--- src/rtl/smooth_fft_size_select_unit_assert.svh ---
// Assertion macros used by the smooth FFT size selector top level.
`ifndef SMOOTH_FFT_SIZE_SELECT_UNIT_ASSERT_SVH
`define SMOOTH_FFT_SIZE_SELECT_UNIT_ASSERT_SVH

// The consequent must hold in the same cycle as the antecedent.
`define SFSS_ASSERT_SAME(label, clk, rst, ante, cons) \
   label: assert property (@(posedge clk) disable iff (rst) (ante) |-> (cons)) \
      else $error("sfss assertion failed");

// The consequent must hold in the cycle after the antecedent.
`define SFSS_ASSERT_NEXT(label, clk, rst, ante, cons) \
   label: assert property (@(posedge clk) disable iff (rst) (ante) |=> (cons)) \
      else $error("sfss assertion failed");

`endif

--- src/rtl/sfss_pkg.sv ---
// Package with the mode codes and fixed constants of the smooth FFT size selector.
`timescale 1ns / 1ps

package sfss_pkg;

   // Request mode codes.
   localparam logic [2:0] MODE_UPPER  = 3'd0;
   localparam logic [2:0] MODE_LOWER  = 3'd1;
   localparam logic [2:0] MODE_DOUBLE = 3'd2;
   localparam logic [2:0] MODE_THIRD  = 3'd3;
   localparam logic [2:0] MODE_LPF    = 3'd4;

   // One-third margin: size * 133 + 50, then divided by 100.
   localparam int SCALE_EXTRA_BITS = 8;
   localparam int SCALE_BIAS       = 50;
   localparam int SCALE_DIVISOR    = 100;

   // Lower search starts above 2 * size / 3.
   localparam int LOWER_DIVISOR = 3;

   // Smallest power-of-four size.
   localparam int POW4_MIN = 16;

   // First trial divisor and its square.
   localparam int TRIAL_FIRST    = 2;
   localparam int TRIAL_FIRST_SQ = 4;

endpackage

--- src/rtl/smooth_fft_size_select_unit.sv ---
// Smooth FFT size selector: top level with its sequencer and bit-serial divider.
`timescale 1ns / 1ps
`include "smooth_fft_size_select_unit_assert.svh"

// The block takes one request (size, mode) at a time and answers with one
// result. All arithmetic that needs a division runs through a single
// restoring divider that produces one quotient bit per cycle. A trial
// division in the largest-prime-factor search passes through a test state,
// the divider steps and an update state, and each candidate needs one trial
// division per divisor tried (up to its square root when the candidate is
// prime); a smooth search tries at most half of its window start in
// candidates. The lower mode first runs the divider to find the start of its
// window, and the one-third margin mode runs it to scale the size; the
// double margin needs no division. Power-of-four requests multiply by four
// per step until the size is reached. A new request is taken when the
// sequencer is idle, even while the previous result still waits in the
// output register.
module smooth_fft_size_select_unit #(
   parameter int SIZE_BITS = 20
) (
   input  logic                   clock,
   input  logic                   reset,
   input  logic                   csr_wr_en,
   input  logic                   csr_wr_data,
   input  logic                   req_valid,
   output logic                   req_ready,
   input  logic [SIZE_BITS-1:0]   req_size,
   input  logic [2:0]             req_mode,
   output logic                   rsp_valid,
   input  logic                   rsp_ready,
   output logic [SIZE_BITS+1:0]   rsp_result
);

   import sfss_pkg::*;

   // Candidate width, divider shift width and its alignment pad.
   localparam int CW    = SIZE_BITS + 2;
   localparam int DW    = SIZE_BITS + SCALE_EXTRA_BITS;
   localparam int PAD   = DW - CW;
   localparam int CNT_W = $clog2(DW + 1);

   typedef enum logic [3:0] {
      S_IDLE,
      S_SCALE,
      S_WINDOW,
      S_CAND,
      S_LPF_TEST,
      S_DIV,
      S_DIV_END,
      S_POW4,
      S_DONE
   } state_type;

   typedef enum logic [1:0] {
      DIV_TRIAL,
      DIV_LOWER,
      DIV_SCALE
   } purpose_type;

   state_type            state_ff, state_in;
   purpose_type          purpose_ff, purpose_in;
   logic                 cfg_pow4_ff, cfg_pow4_in;
   logic                 lower_ff, lower_in;
   logic                 lpf_only_ff, lpf_only_in;
   logic [SIZE_BITS-1:0] size_ff, size_in;
   logic [CW-1:0]        i_ff, i_in;
   logic [CW-1:0]        lim_ff, lim_in;
   logic [CW-1:0]        best_ff, best_in;
   logic [CW-1:0]        bestpf_ff, bestpf_in;
   logic [CW-1:0]        n_ff, n_in;
   logic [CW-1:0]        f_ff, f_in;
   logic [CW:0]          fsq_ff, fsq_in;
   logic [CW-1:0]        den_ff, den_in;
   logic [CW-1:0]        rem_ff, rem_in;
   logic [DW-1:0]        dq_ff, dq_in;
   logic [CNT_W-1:0]     cnt_ff, cnt_in;
   logic [CW-1:0]        res_ff, res_in;
   logic                 rsp_valid_ff, rsp_valid_in;
   logic [CW-1:0]        rsp_result_ff, rsp_result_in;

   // Divider step: shift in the next dividend bit and try the subtraction.
   logic [CW:0] trial;
   logic [CW:0] diff;
   logic        trial_ge;
   logic [CW:0] window_end;
   logic        better;

   assign trial      = {rem_ff, dq_ff[DW-1]};
   assign diff       = trial - {1'b0, den_ff};
   assign trial_ge   = (trial >= {1'b0, den_ff});
   assign window_end = {1'b0, i_ff} + {2'b0, i_ff[CW-1:1]};
   assign better     = lower_ff ? (n_ff <= bestpf_ff) : (n_ff < bestpf_ff);

   assign req_ready  = (state_ff == S_IDLE);
   assign rsp_valid  = rsp_valid_ff;
   assign rsp_result = rsp_result_ff;

   // Sequencer next-state logic.
   always_comb begin
      state_in      = state_ff;
      purpose_in    = purpose_ff;
      cfg_pow4_in   = csr_wr_en ? csr_wr_data : cfg_pow4_ff;
      lower_in      = lower_ff;
      lpf_only_in   = lpf_only_ff;
      size_in       = size_ff;
      i_in          = i_ff;
      lim_in        = lim_ff;
      best_in       = best_ff;
      bestpf_in     = bestpf_ff;
      n_in          = n_ff;
      f_in          = f_ff;
      fsq_in        = fsq_ff;
      den_in        = den_ff;
      rem_in        = rem_ff;
      dq_in         = dq_ff;
      cnt_in        = cnt_ff;
      res_in        = res_ff;
      rsp_valid_in  = rsp_valid_ff & ~rsp_ready;
      rsp_result_in = rsp_result_ff;

      unique case (state_ff)
         S_IDLE: begin
            if (req_valid) begin
               size_in     = req_size;
               lower_in    = (req_mode == MODE_LOWER);
               lpf_only_in = (req_mode == MODE_LPF);
               priority if (req_mode == MODE_LPF) begin
                  n_in     = CW'(req_size);
                  f_in     = CW'(TRIAL_FIRST);
                  fsq_in   = (CW+1)'(TRIAL_FIRST_SQ);
                  state_in = S_LPF_TEST;
               end else if (cfg_pow4_ff) begin
                  best_in  = CW'(POW4_MIN);
                  state_in = S_POW4;
               end else if (req_mode == MODE_LOWER) begin
                  // Divide 2 * size by three to find the window start.
                  den_in     = CW'(LOWER_DIVISOR);
                  rem_in     = '0;
                  dq_in      = DW'({req_size, 1'b0});
                  cnt_in     = CNT_W'(DW);
                  purpose_in = DIV_LOWER;
                  state_in   = S_DIV;
               end else if (req_mode == MODE_DOUBLE) begin
                  i_in     = CW'({req_size, 1'b0});
                  state_in = S_WINDOW;
               end else if (req_mode == MODE_THIRD) begin
                  // First part of size * 133, as size * 128 + size.
                  dq_in    = DW'({req_size, 7'b0}) + DW'(req_size);
                  state_in = S_SCALE;
               end else begin
                  i_in     = CW'(req_size);
                  state_in = S_WINDOW;
               end
            end
         end

         S_SCALE: begin
            // Add size * 4 and the rounding bias, then divide by 100.
            dq_in      = dq_ff + DW'({size_ff, 2'b0}) + DW'(SCALE_BIAS);
            den_in     = CW'(SCALE_DIVISOR);
            rem_in     = '0;
            cnt_in     = CNT_W'(DW);
            purpose_in = DIV_SCALE;
            state_in   = S_DIV;
         end

         S_WINDOW: begin
            // Upper search from the base up to 3 * base / 2, exclusive.
            best_in   = i_ff;
            bestpf_in = i_ff;
            lim_in    = window_end[CW-1:0];
            state_in  = S_CAND;
         end

         S_CAND: begin
            if (i_ff < lim_ff) begin
               n_in     = i_ff;
               f_in     = CW'(TRIAL_FIRST);
               fsq_in   = (CW+1)'(TRIAL_FIRST_SQ);
               state_in = S_LPF_TEST;
            end else begin
               res_in   = best_ff;
               state_in = S_DONE;
            end
         end

         S_LPF_TEST: begin
            if (fsq_ff <= {1'b0, n_ff}) begin
               // Trial divide n by f; n sits at the top of the shift register.
               den_in     = f_ff;
               rem_in     = '0;
               dq_in      = {n_ff, {PAD{1'b0}}};
               cnt_in     = CNT_W'(CW);
               purpose_in = DIV_TRIAL;
               state_in   = S_DIV;
            end else if (lpf_only_ff) begin
               res_in   = n_ff;
               state_in = S_DONE;
            end else begin
               if (better) begin
                  best_in   = i_ff;
                  bestpf_in = n_ff;
               end
               i_in     = i_ff + 1'b1;
               state_in = S_CAND;
            end
         end

         S_DIV: begin
            rem_in = trial_ge ? diff[CW-1:0] : trial[CW-1:0];
            dq_in  = {dq_ff[DW-2:0], trial_ge};
            cnt_in = cnt_ff - 1'b1;
            if (cnt_ff == CNT_W'(1)) begin
               state_in = S_DIV_END;
            end
         end

         S_DIV_END: begin
            unique case (purpose_ff)
               DIV_TRIAL: begin
                  // A dividing f is divided out, otherwise the next f is tried.
                  if (rem_ff == '0) begin
                     n_in = dq_ff[CW-1:0];
                  end else begin
                     f_in   = f_ff + 1'b1;
                     fsq_in = fsq_ff + {f_ff, 1'b1};
                  end
                  state_in = S_LPF_TEST;
               end
               DIV_LOWER: begin
                  // Lower search over 2 * size / 3 + 1 up to size, inclusive.
                  i_in      = dq_ff[CW-1:0] + 1'b1;
                  lim_in    = CW'(size_ff) + 1'b1;
                  best_in   = CW'(size_ff);
                  bestpf_in = CW'(size_ff);
                  state_in  = S_CAND;
               end
               DIV_SCALE: begin
                  i_in     = dq_ff[CW-1:0];
                  state_in = S_WINDOW;
               end
               default: begin
                  state_in = S_IDLE;
               end
            endcase
         end

         S_POW4: begin
            if (best_ff < CW'(size_ff)) begin
               best_in = {best_ff[CW-3:0], 2'b00};
            end else begin
               res_in   = lower_ff ? {2'b00, best_ff[CW-1:2]} : best_ff;
               state_in = S_DONE;
            end
         end

         S_DONE: begin
            // Hand the result to the output register once it is free.
            if (!rsp_valid_ff || rsp_ready) begin
               rsp_valid_in  = 1'b1;
               rsp_result_in = res_ff;
               state_in      = S_IDLE;
            end
         end

         default: begin
            state_in = S_IDLE;
         end
      endcase
   end

   // Control registers and the registered outputs.
   always_ff @(posedge clock) begin
      if (reset) begin
         state_ff      <= S_IDLE;
         purpose_ff    <= DIV_TRIAL;
         cfg_pow4_ff   <= 1'b0;
         rsp_valid_ff  <= 1'b0;
         rsp_result_ff <= '0;
         cnt_ff        <= '0;
      end else begin
         state_ff      <= state_in;
         purpose_ff    <= purpose_in;
         cfg_pow4_ff   <= cfg_pow4_in;
         rsp_valid_ff  <= rsp_valid_in;
         rsp_result_ff <= rsp_result_in;
         cnt_ff        <= cnt_in;
      end
   end

   // Datapath registers.
   always_ff @(posedge clock) begin
      lower_ff      <= lower_in;
      lpf_only_ff   <= lpf_only_in;
      size_ff       <= size_in;
      i_ff          <= i_in;
      lim_ff        <= lim_in;
      best_ff       <= best_in;
      bestpf_ff     <= bestpf_in;
      n_ff          <= n_in;
      f_ff          <= f_in;
      fsq_ff        <= fsq_in;
      den_ff        <= den_in;
      rem_ff        <= rem_in;
      dq_ff         <= dq_in;
      res_ff        <= res_in;
   end

   // A transfer on the request side closes the request port for the next cycle.
   `SFSS_ASSERT_NEXT(a_req_closes, clock, reset, req_valid && req_ready, !req_ready)
   // The divider remainder always stays below the divisor.
   `SFSS_ASSERT_SAME(a_rem_below_den, clock, reset, state_ff == S_DIV, rem_ff < den_ff)
   // The divider only runs with steps left to do.
   `SFSS_ASSERT_SAME(a_div_count, clock, reset, state_ff == S_DIV, cnt_ff != '0)
   // The candidate index never runs past the window limit.
   `SFSS_ASSERT_SAME(a_cand_in_window, clock, reset, state_ff == S_CAND, i_ff <= lim_ff)

endmodule
--- config.mk ---
export PLATFORM = sky130hd
export DESIGN_NAME = smooth_fft_size_select_unit
export DESIGN_NICKNAME = d
export VERILOG_FILES = /design/src/rtl/sfss_pkg.sv /design/src/rtl/smooth_fft_size_select_unit.sv
export VERILOG_INCLUDE_DIRS = /design/src /design/src/rtl
export SDC_FILE = /design/constraint.sdc
export NUM_CORES = 1
export LEC_CHECK = 0
export BUFFER_PORTS_ARGS = -buffer_cell sky130_fd_sc_hd__buf_2
export CAP_MARGIN = 20
export CELL_PAD_IN_SITES_DETAIL_PLACEMENT = 1
export CELL_PAD_IN_SITES_GLOBAL_PLACEMENT = 1
export CORE_ASPECT_RATIO = 2
export CORE_MARGIN = 2
export CORE_UTILIZATION = 50
export DETAILED_ROUTE_END_ITERATION = 6
export PLACE_DENSITY = 0.93
export SLEW_MARGIN = 20
export SYNTH_ARGS = -nofsm -noshare
export SYNTH_HDL_FRONTEND = slang
export SYNTH_SLANG_ARGS = --single-unit
--- constraint.sdc ---
create_clock -name clock -period 5.55 [get_ports clock]
set_input_delay 0.8325 -clock clock [delete_from_list [all_inputs] [get_ports clock]]
set_output_delay 0.8325 -clock clock [all_outputs]
set_load 0.02 [all_outputs]
==> impl_metrics.py, run 1 <==
metrics = {
    "grt": {
        "use_met1_pct": 39.7,
        "grt_use_met2_pct": 58.2,
        "antenna_found_initial": 0,
        "grt_pass1_vias": 21198,
        "grt_pass1_wl_um": 122000,
        "grt_usage_pct": 33.5,
        "grt.busiest_layer": "met2",
        "grtUsageMet3_pct": 4.58,
        "grt-ovfl-total": 0,
        "grt_max_degree": 64,
    },
    "cts": {
        "path_clk_slew_ns": 0.07,
        "cts_setup_buffers": 0,
        "ctsHoldBuffers": 0,
        "ctsResizeCount": 0,
        "tritoncts": "done",
        "root_buffer": "clkbuf_16",
        "clock_sinks": 306,
        "cts_buffers": 30,
        "h-tree-depth": 1,
        "clk_path_buf_depth": 3,
        "insertion_delay_ns": 0.59,
    },
    "synthesis": {
        "seq_area_frac_synth_pct": 40.0,
        "synth_edf_count": 271,
        "ys.flop_type": "edfxtp_1",
        "yosysTopAreaCellShare_pct": 36.8,
        "synth_cell_types": 77,
        "syn_area_mm2": 0.0221,
        "async_flop_share_pct": 0,
        "synth_area_leader_cell": "edfxtp_1",
        "yosysMostFrequentCell": "edfxtp_1",
        "syn_nets": 2600,
        "syn_area_per_cell_um2": 9.39,
        "synth_area_leaders": "edfxtp_1 (37%), ha_1 (12%), nand2_1 (3.8%)",
        "synth_warnings": 0,
        "yosys_register_bits": 306,
        "syn_inst": 2356,
        "synth_commonest_cells": "edfxtp_1 (271), nand2_1 (224), nor2_1 (222), ha_1 (210), inv_1 (187)",
    },
    "flow_run": {
        "drv_cap": 0,
    },
    "worst_setup_path": {
        "critPathSlowestCell": "or4_1",
        "critical_path_class": "flip-flop to flip-flop",
        "start_kind": "flip-flop",
        "path_delay_family": "compound AO/OA/AOI/OAI gates",
        "critPathMostFrequentCell": "a31oi_1",
        "worstPathArrival_ns": 4.57,
        "max_stage_delay_ns": 0.53,
        "cp_max_fo": 6,
        "crit_path_end_kind": "flip-flop",
        "worstPathCellList": "ha_1, ha_1, inv_1, fa_1, nand2b_1, a211o_1, a31oi_1, a31oi_1, o21ai_0, o31a_1, a31oi_1, or4_1, nand4_1",
        "cp.required_ns": 5.99,
        "crit_buf_inv": 1,
    },
    "route": {
        "num_vias": 20074,
        "avgViaCountPerCell": 6.77,
        "drc": 4,
        "dr.pass1.iters": 7,
        "wirelength_um": 78100,
        "drtIter0Drc": 2371,
        "postRouteAntennaNets": 0,
        "wl_per_cell_um": 26.4,
    },
    "floorplanning": {
        "start_util_pct": 50.4,
        "rows": 109,
        "die_h_um": 301,
        "dieWidth_um": 153,
        "pin_count": 53,
        "die_area_mm2": 0.0460,
        "core_mm2": 0.0439,
    },
    "sta": {
        "post-route-period-util_pct": 74.4,
        "finalClockSkew_ns": 0.0125,
        "drv_slew": 0,
        "rsz0062_at_grt": "no",
        "hold_viol": 0,
        "fmax_mhz": 242,
        "tns_ns": 0,
        "setup_viol": 0,
        "relSlewSlack_pct": 22.5,
        "worst_pin_slew_ns": 1.16,
        "fin_crit_ns": 4.13,
    },
    "pwr": {
        "p_per_area_mw_per_mm2": 693,
        "leakage_nw": 9.90,
        "vdd_ir_drop_max_mv": 0.307,
    },
    "cells_and_area": {
        "drive_gt1_share_pct": 7.48,
        "final_core_util_pct": 54.9,
        "layout.nets": 2628,
        "area_delta_synth_final_pct": 9.08,
        "fin_cells": 2963,
        "n_antenna_cell": 0,
    },
    "place": {
        "dp_hpwl_um": 58100,
        "post-place-cells": 2907,
        "place_congestion": 0.988,
        "io_buffers": 52,
    },
    "status": {
        "violations": "DRC",
        "outcome": "complete, but fails checks",
    },
    "worst_hold_path": {
        "hp-class": "flip-flop to flip-flop",
    },
}
[layer usage]
metal,vias to the layer above,wire [um]
met4,0,5330
met3,292,7070
met2,1153,38100
met1,9862,27600
li1,8767,-
met5,-,0
[per-stage QoR]
step | area [um^2] | power, W | setup WS, ns | hold slack [ns]
6_report | 24100 | 0.0167 | 1.42 | 0.456
3_3_place_gp | 23100 | 0.0133 | 1.63 | 0.440
4_1_cts | 24100 | 0.0165 | 1.51 | 0.459
5_1_grt | 24100 | 0.0177 | 1.26 | 0.479
2_1_floorplan | 22100 | 0.0111 | 1.26 | 0.465
3_5_place_dp | 23100 | 0.0141 | 1.55 | 0.445
[tightest hold or removal path, delay by kind of cell (launching register included)]
kind | cells | cell delay [ns]
flops | 1 | 0.31
simple gates | 1 | 0.05
compound gates | 1 | 0.05
[flip-flops by register name (all words and copies together), names as in the netlist]
signal	flops
cfg_pow4_ff	1
cnt_ff	5
size_ff	20
rem_ff	22
state_ff	4
den_ff	22
n_ff	22
rsp_valid	1
bestpf_ff	22
rsp_result	22
lim_ff	22
f_ff	22
res_ff	22
best_ff	22
lpf_only_ff	1
i_ff	22
lower_ff	1
dq_ff	28
fsq_ff	23
purpose_ff	2
[layout by cell type (no fill, tap or decap), types with 22 or more instances in the layout]
| cell type | n |
|---|---|
| nor3_1 | 46 |
| mux2i_1 | 51 |
| o221ai_1 | 22 |
| a221oi_1 | 25 |
| edfxtp_1 | 271 |
| buf_2 | 52 |
| xnor2_1 | 88 |
| a221o_1 | 36 |
| nand3_1 | 59 |
| nor2_1 | 215 |
| nand2_1 | 223 |
| a21o_1 | 61 |
| a21oi_1 | 153 |
| a22oi_1 | 23 |
| o21ai_0 | 103 |
| inv_1 | 187 |
| buf_4 | 35 |
| ha_1 | 210 |
| clkbuf_16 | 31 |
| dfxtp_1 | 35 |
| and3_1 | 38 |
| nand4_1 | 28 |
| o21a_1 | 30 |
| xor2_1 | 62 |
[layout make-up]
class / count / area, um^2
Fill cell: 5066 / 19800
Multi-Input combinational cell: 1772 / 12300
Sequential cell: 306 / 8840
Clock buffer: 36 / 815
Inverter: 187 / 702
Tap cell: 555 / 694
Timing Repair Buffer: 87 / 523
Clock inverter: 20 / 249
[report_power, final]
| group | switching [W] | leakage [nW] | internal (W) |
|---|---|---|---|
| Sequential | 0.00108 | 2.84 | 0.00395 |
| Clock | 0.000961 | 0.522 | 0.00132 |
| Combinational | 0.00588 | 6.53 | 0.00353 |
| Total | 0.00792 | 9.90 | 0.00881 |
[cells by family after synthesis]
kind of cell	count (synthesis)	share of synthesized area, %
simple gates	741	15.5
xor+xnor	150	5.94
fa+ha+maj	215	12.3
mux	55	2.51
flops	306	40.0
buf+inv	278	4.73
compound gates	611	19.0
[worst paths after layout]
path | end | from | slack (ns) | cells past startpoint
max reg2reg | dq_ff[26] | size_ff[0] | 1.42 | 13
min | rsp_result[15] | rsp_result[15] | 0.46 | 2
min reg2reg | rsp_result[15] | rsp_result[15] | 0.46 | 2
max | dq_ff[26] | size_ff[0] | 1.42 | 13
No activity file was read; power rests on OpenSTA's default activity.
==> run 2, diff against run 1 <==
CORE_UTILIZATION = 46   (was 50)
PLACE_DENSITY = 0.9   (was 0.93)
clock period = 3.49 ns   (was 5.55 ns; I/O delays follow)
==> run 2 against run 1 <==
The flow finishes with violations (DRC, setup timing). Register-to-register slack lost 1.4 ns. First-iteration DRC count decreased by 21%. Die area is 8.5% higher. Global-route usage grew 2.1 points. Highest routed layer unchanged. Worst hold slack lost 0.27 ns. Routed wire length increased by 19%. Sequential share of layout area decreased by 2.7 points. Maximum frequency is 18% higher.
==> impl_metrics.py, run 2 (synthesis gave the netlist of run 1 again) <==
metrics = {
    "status": {
        "outcome": "complete, but fails checks",
        "violations": "DRC, setup timing",
    },
    "sta": {
        "fin_ws_ns": -0.0106,
        "rsz0062_at_grt": "yes",
        "worst_pin_slew_ns": 0.932,
        "drv_slew": 0,
        "fin_crit_ns": 3.50,
        "post-route-period-util_pct": 100,
        "fmax_mhz": 286,
        "relSlewSlack_pct": 37.5,
        "setup_viol": 1,
        "finalClockSkew_ns": 0.0202,
        "hold_viol": 0,
    },
    "floorplanning": {
        "pin_count": 53,
        "die_h_um": 314,
        "rows": 113,
        "die_area_mm2": 0.0500,
        "core_mm2": 0.0475,
        "dieWidth_um": 159,
        "start_util_pct": 46.6,
    },
    "grt": {
        "grt_max_degree": 92,
        "antenna_found_initial": 3,
        "grt_pass1_wl_um": 137000,
        "grt_pass1_vias": 23350,
        "grt_usage_pct": 35.6,
        "grt-ovfl-total": 0,
    },
    "cells_and_area": {
        "fin_cells": 3224,
        "largest_reg_flops": 28,
        "reg.largest.list": "dq_ff: 28 flops, fsq_ff: 23 flops",
        "largest_register": "dq_ff",
        "final_common_cell": "edfxtp_1",
        "layout.nets": 2806,
        "fillers": 5428,
        "mostFrequentLayoutCells": "edfxtp_1 (271), nand2_1 (223), nor2_1 (215), ha_1 (207), buf_4 (197)",
        "drive_gt1_share_pct": 15.1,
        "area_delta_synth_final_pct": 17.8,
    },
    "worst_setup_path": {
        "start_kind": "flip-flop",
        "crit_path_end_kind": "flip-flop",
        "timing.rr.start": "size_ff[1]",
        "rr_endpoint": "dq_ff[26]",
        "cp_max_fo": 3,
        "worstPathArrival_ns": 3.96,
        "reg2reg_setup_slack_ns": -0.01,
        "critical_path_class": "flip-flop to flip-flop",
        "cp.required_ns": 3.95,
        "reg2reg_depth": 14,
    },
    "place": {
        "io_buffers": 52,
        "place_ws_ns": -0.451,
        "post-place-cells": 3134,
        "dp_hpwl_um": 66900,
        "place_congestion": 0.993,
    },
    "route": {
        "drtIter0Drc": 1862,
        "wl_per_cell_um": 28.7,
        "drc": 16,
        "postRouteAntennaNets": 0,
        "wirelength_um": 92700,
        "num_vias": 21486,
        "avgViaCountPerCell": 6.66,
        "dr.pass1.iters": 7,
    },
    "cts": {
        "path_clk_slew_ns": 0.07,
        "clock_sinks": 306,
        "cts_buffers": 30,
        "insertion_delay_ns": 0.60,
        "root_buffer": "clkbuf_16",
        "clk_path_buf_depth": 3,
        "tritoncts": "done",
        "h-tree-depth": 1,
    },
    "worst_hold_path": {
        "hold_end": "cfg_pow4_ff",
        "hp-class": "input port to flip-flop",
        "hold_path_startpoint": "csr_wr_data",
        "min_path_cells": 3,
    },
    "pwr": {
        "p_per_area_mw_per_mm2": 1160,
        "leakage_nw": 10.9,
        "power.total_w": 0.0302,
        "vdd_ir_drop_max_mv": 0.528,
    },
    "flow_run": {
        "drv_cap": 0,
    },
}
-- run 2: changes by cell type in the layout (fill, tap and decap cells not counted), moves of 5 or more --
| cell | previous run | this run |
|---|---|---|
| diode_2 | 0 | 6 |
| buf_12 | 0 | 13 |
| o21ai_1 | 3 | 9 |
| buf_4 | 35 | 197 |
| a211oi_2 | 0 | 5 |
| o21ai_0 | 103 | 94 |
| a211oi_1 | 21 | 16 |
| a31oi_1 | 21 | 16 |
-- run 2: worst max path at each step --
stage               startpoint          to  cells after the start  slack (ns)
floorplan             n_ff[16]    dq_ff[0]                      9        0.04
global placement      n_ff[21]  best_ff[1]                     11       -0.32
detailed placement    dq_ff[4]   dq_ff[21]                     12       -0.45
CTS                   dq_ff[2]   dq_ff[26]                     14       -0.04
global route        size_ff[1]   dq_ff[26]                     14       -0.09
finish              size_ff[1]   dq_ff[26]                     14       -0.01
-- run 2: through the flow --
stage / hold WS, ns / utilization [%] / area [um^2] / setup TNS [ns]
6_report: 0.191 / 54.9 / 26100 / -0.0106
5_1_grt: 0.208 / 54.8 / 26100 / -0.742
4_1_cts: 0.192 / 54.1 / 25700 / -0.0358
3_5_place_dp: 0.448 / 51.5 / 24400 / -47.12
3_3_place_gp: 0.444 / 51.5 / 24400 / -32.66
2_1_floorplan: 0.464 / - / 22200 / 0
-- run 2: what timing repair did --
| item | CTS | global route |
|---|---|---|
| setup buffers | 7 | 19 |
| resized for setup | 23 | 30 |
| setup endpoints to repair | 179 | 214 |
| gates cloned | 0 | 2 |
| pin swaps | 12 | 19 |
| hold buffers | 0 | 0 |
-- run 2: report_power, final --
group          leakage [nW]  total (W)  switching, W  internal [W]
combinational          7.52     0.0190        0.0115       0.00747
sequential             2.84    0.00752       0.00127       0.00626
clock                 0.522    0.00375       0.00160       0.00215
-- run 2: cell type report --
| class | instances | area, um^2 | share of cell area (%) |
|---|---|---|---|
| multi-input cells | 1772 | 12600 | 48.2 |
| flip-flops and latches | 306 | 8840 | 33.9 |
| repair buffers | 265 | 2060 | 7.90 |
| clock buffers | 36 | 795 | 3.05 |
| well taps | 632 | 791 | 3.03 |
| inverters | 187 | 702 | 2.69 |
| clock inverters | 20 | 292 | 1.12 |
| diodes | 6 | 15.0 | 0.0576 |
-- run 2: worst max-delay path, cell delays in order, from the launching register on --
cell and delay (ns):
edfxtp_1 0.45, ha_4 0.30, buf_4 0.09, inv_1 0.06
fa_2 0.41, nand2b_4 0.17, a211o_1 0.30, a31oi_4 0.22
a31oi_4 0.14, o21ai_2 0.16, buf_6 0.12, o31a_1 0.23
a31oi_4 0.12, or4_4 0.44, nand4_1 0.12
-- run 2: routing by layer --
metal,vias up,part of all wire (%),global-route usage [%]
met2,1354,51,65.2
met1,10408,31,33.2
met5,-,0,0
li1,9118,-,-
met4,0,12,34.4
met3,606,7.2,5.70
